File: config.mk
export PLATFORM = sky130hd
export DESIGN_NAME = insertion_sorter_top
export DESIGN_NICKNAME = d
export VERILOG_FILES = /design/src/rtl/isrt_pkg.sv /design/src/rtl/isrt_ctrl.sv /design/src/rtl/isrt_dp.sv /design/src/rtl/insertion_sorter_top.sv
export SDC_FILE = /design/constraint.sdc
export NUM_CORES = 2
export LEC_CHECK = 0
export BUFFER_PORTS_ARGS = -buffer_cell sky130_fd_sc_hd__buf_2
export CAP_MARGIN = 20
export CORE_ASPECT_RATIO = 1.4
export CORE_MARGIN = 10
export CORE_UTILIZATION = 55
export CTS_CLUSTER_SIZE = 8
export DETAILED_ROUTE_END_ITERATION = 8
export MAX_ROUTING_LAYER = met4
export PLACE_DENSITY_LB_ADDON = 0.2
export SKIP_LAST_GASP = 1
export SLEW_MARGIN = 40
export SYNTH_ARGS = -nofsm -noshare
export SYNTH_HDL_FRONTEND = slang
export SYNTH_HIERARCHICAL = 1
export SYNTH_SLANG_ARGS = --single-unit
File: constraint.sdc
create_clock -name clk -period 10.3 [get_ports clk]
set_input_delay 1.545 -clock clk [delete_from_list [all_inputs] [get_ports clk]]
set_output_delay 1.545 -clock clk [all_outputs]
set_load 0.005 [all_outputs]
File: src/rtl/isrt_pkg.sv
// isrt_pkg: shared types and default parameter values for the insertion sorter
// no dependencies; imported by the controller, datapath and top level
`timescale 1ns / 1ps
`default_nettype none

package isrt_pkg;

	// default store depth and value width
	localparam int DEPTH_DEF      = 32;
	localparam int DATA_WIDTH_DEF = 32;

	// commands from controller to datapath
	typedef struct packed {
		logic insert;   // put the incoming item into the sorted cells
		logic shift;    // move the smallest cell out to the result registers
	} isrt_cmd_t;

	// status from datapath to controller
	typedef struct packed {
		logic last_one; // exactly one stored value remains
	} isrt_status_t;

endpackage

`default_nettype wire

File: src/rtl/isrt_ctrl.sv
// isrt_ctrl: two-state controller that sequences loading and draining of the cells
// depends on isrt_pkg for the command and status types
`timescale 1ns / 1ps
`default_nettype none

module isrt_ctrl (
	input  wire logic                  clk,
	input  wire logic                  arst_n,
	input  wire logic                  start,
	input  wire logic                  last,
	input  wire isrt_pkg::isrt_status_t status,
	output      isrt_pkg::isrt_cmd_t    cmd,
	output      logic                  busy
);
	import isrt_pkg::*;

	localparam logic ST_IDLE  = 1'b0;
	localparam logic ST_DRAIN = 1'b1;

	logic state_q;
	logic accept;

	// item handshake
	assign busy   = (state_q == ST_DRAIN);
	assign accept = start & ~busy;

	// command decode
	assign cmd.insert = accept;
	assign cmd.shift  = (state_q == ST_DRAIN);

	// next state
	always_ff @(posedge clk or negedge arst_n) begin
		if (!arst_n) begin
			state_q <= ST_IDLE;
		end else begin
			case (state_q)
				ST_IDLE: begin
					if (accept && last) begin
						state_q <= ST_DRAIN;
					end
				end
				ST_DRAIN: begin
					if (status.last_one) begin
						state_q <= ST_IDLE;
					end
				end
				default: begin
					state_q <= ST_IDLE;
				end
			endcase
		end
	end

endmodule

`default_nettype wire

File: src/rtl/isrt_dp.sv
// isrt_dp: compare-and-shift cell array, fill count, drop flag and result registers
// depends on isrt_pkg for the command and status types
`timescale 1ns / 1ps
`default_nettype none

module isrt_dp #(
	parameter int DEPTH      = isrt_pkg::DEPTH_DEF,
	parameter int DATA_WIDTH = isrt_pkg::DATA_WIDTH_DEF
) (
	input  wire logic                         clk,
	input  wire logic                         arst_n,
	input  wire isrt_pkg::isrt_cmd_t          cmd,
	input  wire logic signed [DATA_WIDTH-1:0] value,
	output      isrt_pkg::isrt_status_t       status,
	output      logic                         strobe,
	output      logic signed [DATA_WIDTH-1:0] sorted_value,
	output      logic                         end_of_run,
	output      logic                         overflow
);
	import isrt_pkg::*;

	localparam int CW = $clog2(DEPTH + 1);

	logic signed [DATA_WIDTH-1:0] cell_q [DEPTH];
	logic signed [DATA_WIDTH-1:0] cell_ins [DEPTH];
	logic [DEPTH-1:0]             gt;
	logic [CW-1:0]                count_q;
	logic                         dropped_q;
	logic                         full;
	logic                         strobe_q;
	logic signed [DATA_WIDTH-1:0] sorted_value_q;
	logic                         end_of_run_q;
	logic                         overflow_q;

	assign full            = (count_q == CW'(DEPTH));
	assign status.last_one = (count_q == CW'(1));

	// per-cell compare: occupied cells holding a value strictly above the new one
	always_comb begin
		for (int i = 0; i < DEPTH; i++) begin
			gt[i] = (CW'(i) < count_q) && (cell_q[i] > value);
		end
	end

	// insertion network: cells above the slot take their lower neighbour,
	// the slot takes the new value, equal values stay ahead of it
	always_comb begin
		for (int i = 0; i < DEPTH; i++) begin
			if (i > 0 && gt[(i > 0) ? i - 1 : 0]) begin
				cell_ins[i] = cell_q[(i > 0) ? i - 1 : 0];
			end else if (gt[i] || count_q == CW'(i)) begin
				cell_ins[i] = value;
			end else begin
				cell_ins[i] = cell_q[i];
			end
		end
	end

	// cell array: insert on an item, shift down towards cell 0 while draining
	always_ff @(posedge clk) begin
		if (cmd.insert && !full) begin
			for (int i = 0; i < DEPTH; i++) begin
				cell_q[i] <= cell_ins[i];
			end
		end else if (cmd.shift) begin
			for (int i = 0; i < DEPTH - 1; i++) begin
				cell_q[i] <= cell_q[i + 1];
			end
		end
	end

	// fill count and drop flag
	always_ff @(posedge clk or negedge arst_n) begin
		if (!arst_n) begin
			count_q   <= '0;
			dropped_q <= 1'b0;
		end else if (cmd.insert) begin
			if (full) begin
				dropped_q <= 1'b1;
			end else begin
				count_q <= count_q + CW'(1);
			end
		end else if (cmd.shift) begin
			count_q <= count_q - CW'(1);
			if (status.last_one) begin
				dropped_q <= 1'b0;
			end
		end
	end

	// result strobe
	always_ff @(posedge clk or negedge arst_n) begin
		if (!arst_n) begin
			strobe_q <= 1'b0;
		end else begin
			strobe_q <= cmd.shift;
		end
	end

	// result payload
	always_ff @(posedge clk) begin
		if (cmd.shift) begin
			sorted_value_q <= cell_q[0];
			end_of_run_q   <= status.last_one;
			overflow_q     <= dropped_q;
		end
	end

	assign strobe       = strobe_q;
	assign sorted_value = sorted_value_q;
	assign end_of_run   = end_of_run_q;
	assign overflow     = overflow_q;

endmodule

`default_nettype wire

File: src/rtl/insertion_sorter_top.sv
// insertion_sorter_top: stable ascending insertion sorter, controller plus cell datapath
// depends on isrt_pkg, isrt_ctrl and isrt_dp
`timescale 1ns / 1ps
`default_nettype none

// Values are loaded one item per clock while busy is low: each accepted item is
// inserted into a compare-and-shift array of DEPTH cells, after any equal values
// already held. The item with last set ends the set; busy then rises and the
// block drains the array through cell 0, one result per cycle, smallest first;
// no item is accepted while draining. Each result is shown for one cycle with
// strobe high, the first after the last item has set the drain state and a shift
// has loaded the result registers, and must be taken then since the block cannot
// be stalled. end_of_run marks the final result. Values arriving when all DEPTH
// cells are full are dropped and every result of that set carries overflow. busy
// falls in the cycle that shows the final result, so the next set may start at
// once. Store contents are not cleared; the fill count alone tracks them.
module insertion_sorter_top #(
	parameter int DEPTH      = isrt_pkg::DEPTH_DEF,
	parameter int DATA_WIDTH = isrt_pkg::DATA_WIDTH_DEF
) (
	input  wire logic                         clk,
	input  wire logic                         arst_n,
	input  wire logic                         start,
	output      logic                         busy,
	input  wire logic signed [DATA_WIDTH-1:0] value,
	input  wire logic                         last,
	output      logic                         strobe,
	output      logic signed [DATA_WIDTH-1:0] sorted_value,
	output      logic                         end_of_run,
	output      logic                         overflow
);
	import isrt_pkg::*;

	isrt_cmd_t    cmd;
	isrt_status_t status;

	// sequencing
	isrt_ctrl u_ctrl (
		.clk    (clk),
		.arst_n (arst_n),
		.start  (start),
		.last   (last),
		.status (status),
		.cmd    (cmd),
		.busy   (busy)
	);

	// cells and result registers
	isrt_dp #(
		.DEPTH      (DEPTH),
		.DATA_WIDTH (DATA_WIDTH)
	) u_dp (
		.clk          (clk),
		.arst_n       (arst_n),
		.cmd          (cmd),
		.value        (value),
		.status       (status),
		.strobe       (strobe),
		.sorted_value (sorted_value),
		.end_of_run   (end_of_run),
		.overflow     (overflow)
	);

`ifndef ASSERT_OFF
	// a last item always starts a drain
	a_last_starts_drain: assert property (@(posedge clk) disable iff (!arst_n)
		start && !busy && last |=> busy)
		else $error("last item did not start draining");

	// every drain cycle yields a result
	a_drain_gives_result: assert property (@(posedge clk) disable iff (!arst_n)
		busy |=> strobe)
		else $error("drain cycle without result");

	// the final result frees the block
	a_final_frees: assert property (@(posedge clk) disable iff (!arst_n)
		strobe && end_of_run |-> !busy)
		else $error("still busy on final result");

	// a non-final result keeps the block draining
	a_more_pending: assert property (@(posedge clk) disable iff (!arst_n)
		strobe && !end_of_run |-> busy)
		else $error("drain ended before final result");
`endif

endmodule

`default_nettype wire
==> flow_summary.ini <==
[timing]
finalHoldViolCount = 0
fmax_mhz = 150.8
finalCriticalPeriod_ns = 6.632
drv_slew = 0
fin_skew_ns = 0.02538
setup_viol = 0
setup_tns_ns = 0
tightestPinTransition_ns = 0.9862
setup_ws_ns = 3.668
period_share = 0.6439
rsz0062_at_grt = no
slew-limit-headroom = 0.3365

[clock_tree]
htree_levels = 4
cts_tree = yes
post_cts_resized = 0
cts_inserted_buffers = 151
root_buffer = clkbuf_16
cts_setup_buffers = 0
cts_hold_buf = 0
clockBufferDepth = 3
cts.sinks = 1067
path_clk_slew_ns = 0.06
clock_latency_ns = 0.81

[logic_synthesis]
synth_top_area_share = 0.4207
ys.warnings.count = 6
synth-async-reset-ratio = 0.008435
ys_top_cells_by_count = nand2_1, edfxtp_1, ha_1, o21ai_0, nand3_1
syn_nets = 8534
synth_edf_count = 1058
synth_area_leaders = edfxtp_1, ha_1, mux2i_1, nand2_1, o211ai_1
ys_types = 79
yosys_register_bits = 1067
netlist_instances = 7470
yosysMostFrequentCell = nand2_1
synthFlopType = edfxtp_1
syn_area_um2 = 75520
seq_area_frac_synth = 0.4237
postSynthAreaPerCell_um2 = 10.11
synth_area_leader_cell = edfxtp_1

[power_and_ir_drop]
power.share.sequential = 0.352
powerDensity_nw_per_um2 = 387.7
clkPwrFrac = 0.143
power_report.internal_total_w = 0.01698
leakage_nw = 35.84
finalPower_w = 0.03190
swShare = 0.4676
ir_worst_vdd_mv = 0.3327
p_comb_frac = 0.505
power.switching_w = 0.01492

[global_route]
grt_pass1_wl_um = 388200
track_usage = 0.3410
grt_max_degree = 245
grt_pass1_vias = 62561
overflow = 0
antenna_found_initial = 3

[final_layout]
area_delta_synth_final_pct = 8.928
fillers = 11386
final_cells = 9195
drive_gt1_frac = 0.07206
nets = 8444

[worst_setup_path]
rr_startpoint = u_dp/count_q[1]$_DFFE_PN0P_
reg2reg_depth = 9
worst_ep_arrival_time_ns = 7.06
reg2reg_slack_ns = 5.24
cp-endpoint = u_dp/cell_q[2][16]$_DFFE_PP_
path_class = input pin to register
worstPathMaxFanout = 32
start_kind = input pin
r2r_end = u_dp/cell_q[2][14]$_DFFE_PP_
cp-startpoint = value[9]
cp_data_required_time_ns = 10.73
critPathCaptureType = register

[floorplanning]
initial_core_util = 0.5548
io_pins = 72
die_h_um = 458.5
row_count = 160
dieArea_um2 = 152700
fp.dieW_um = 333.2
core-area_um2 = 136100

[routing]
wl_um = 260400
post_drt_wl_per_cell_um = 28.32
antenna_left = 0
drt_pre_antenna_iters = 6
drc_errors = 0
drt-initial-drc-count = 5705
via_per_inst = 6.783
vias = 62366

[job]
max_cap_violations = 0

[min_path]
hold_start = u_dp/dropped_q$_DFFE_PN0P_
hold_path_class = register to register

[placed_design]
pre_cts_ws_ns = 3.168
placed_cells = 9005
gp_congestion = 1.025
portBuffers = 71
dp_hpwl_um = 193800

[outcome]
outcome = finished clean
## through the flow
| step | hold WS [ns] | util | cell area, um2 |
|---|---|---|---|
| 6_report | 0.4960 | 0.6043 | 82270 |
| 3_3_place_gp | 0.4650 | 0.5718 | 77830 |
| 5_1_grt | 0.4998 | 0.6043 | 82260 |
| 2_1_floorplan | 0.4469 | - | 75520 |
| 4_1_cts | 0.4962 | 0.6033 | 82130 |
| 3_5_place_dp | 0.4789 | 0.5735 | 78070 |
## layer usage
metal  track usage  vias up  wire length [um]
met5             -        -                 0
met4        0.2864        0             25230
met3       0.04563      922             16010
met2        0.5712     2820            128000
met1        0.3557    30252             91180
li1              -    28372                 -
## cells in the final DEF (no fill, tap or decap), drive strengths merged, types with 38 or more instances in the layout
master / instances
o21ai: 609
buf: 229
nand3: 530
mux2i: 528
ha: 1028
a21oi: 462
nand4: 175
edfxtp: 1058
mux2: 43
and4: 51
nand2: 1303
o211ai: 466
nor2: 101
a31oi: 38
inv: 113
a21o: 114
clkbuf: 167
## worst min-delay path by stage
stage,end,slack (ns),cells past startpoint
after floorplan,u_dp/overflow$_DFFE_PP_,0.45,0
after global placement,u_dp/overflow$_DFFE_PP_,0.46,0
after detailed placement,u_dp/overflow$_DFFE_PP_,0.48,0
after CTS,u_dp/overflow$_DFFE_PP_,0.50,0
after global routing,u_dp/overflow$_DFFE_PP_,0.50,0
final,u_dp/overflow$_DFFE_PP_,0.50,0
## state kept, by name, indices dropped and copies added, names as in the netlist
name and flops:
u_dp/dropped_q 1, u_dp/sorted_value 32, u_dp/strobe 1, u_dp/overflow 1, u_dp/cell_q 1024, u_dp/count_q 6
u_dp/end_of_run 1, u_ctrl/busy 1
## cell type report
type / instances / area [um2] / share of cell area
inverter: 109 / 409.1 / 0.004973
clock inverter: 16 / 225.2 / 0.002738
sequential: 1067 / 32000 / 0.3889
multi-input combinational: 5822 / 41810 / 0.5083
clock buffer: 167 / 3839 / 0.04666
tap: 1782 / 2230 / 0.02710
timing repair buffer: 229 / 1745 / 0.02122
antenna: 3 / 7.507 / 0.00009126
## kinds of logic after synthesis
kind of cell               share of synthesized area
buffers and inverters                        0.03337
and+or+nand+nor                               0.1410
muxes                                        0.07800
AOI/OAI and AO/OA                             0.1531
adders and majority gates                     0.1703
DFF                                           0.4237
xor gates and xnor gates                   0.0005800
## power groups by stage
| stage | Combinational [W] | Sequential (W) | Clock [W] |
|---|---|---|---|
| final | 0.0161 | 0.0112 | 0.00457 |
| after global routing | 0.0176 | 0.0114 | 0.00480 |
| after CTS | 0.0158 | 0.0111 | 0.00464 |
| after detailed placement | 0.0158 | 0.0112 | 0 |
| after global placement | 0.0152 | 0.0112 | 0 |
| after floorplan | 0.0113 | 0.0101 | 0 |
## worst max-delay path, cell delays in order
cell      delay [ns]
buf_2           0.17
buf_4           0.34
clkinv_1        0.75
buf_4           0.49
ha_1            0.35
nand4_1         0.16
nor4_4          0.53
a21bo_2         0.30
o211ai_1        0.26
a211oi_1        0.19
mux2_2          0.59
buf_4           0.43
a31oi_4         0.22
buf_4           0.64
No activity file was read; power rests on OpenSTA's default activity.
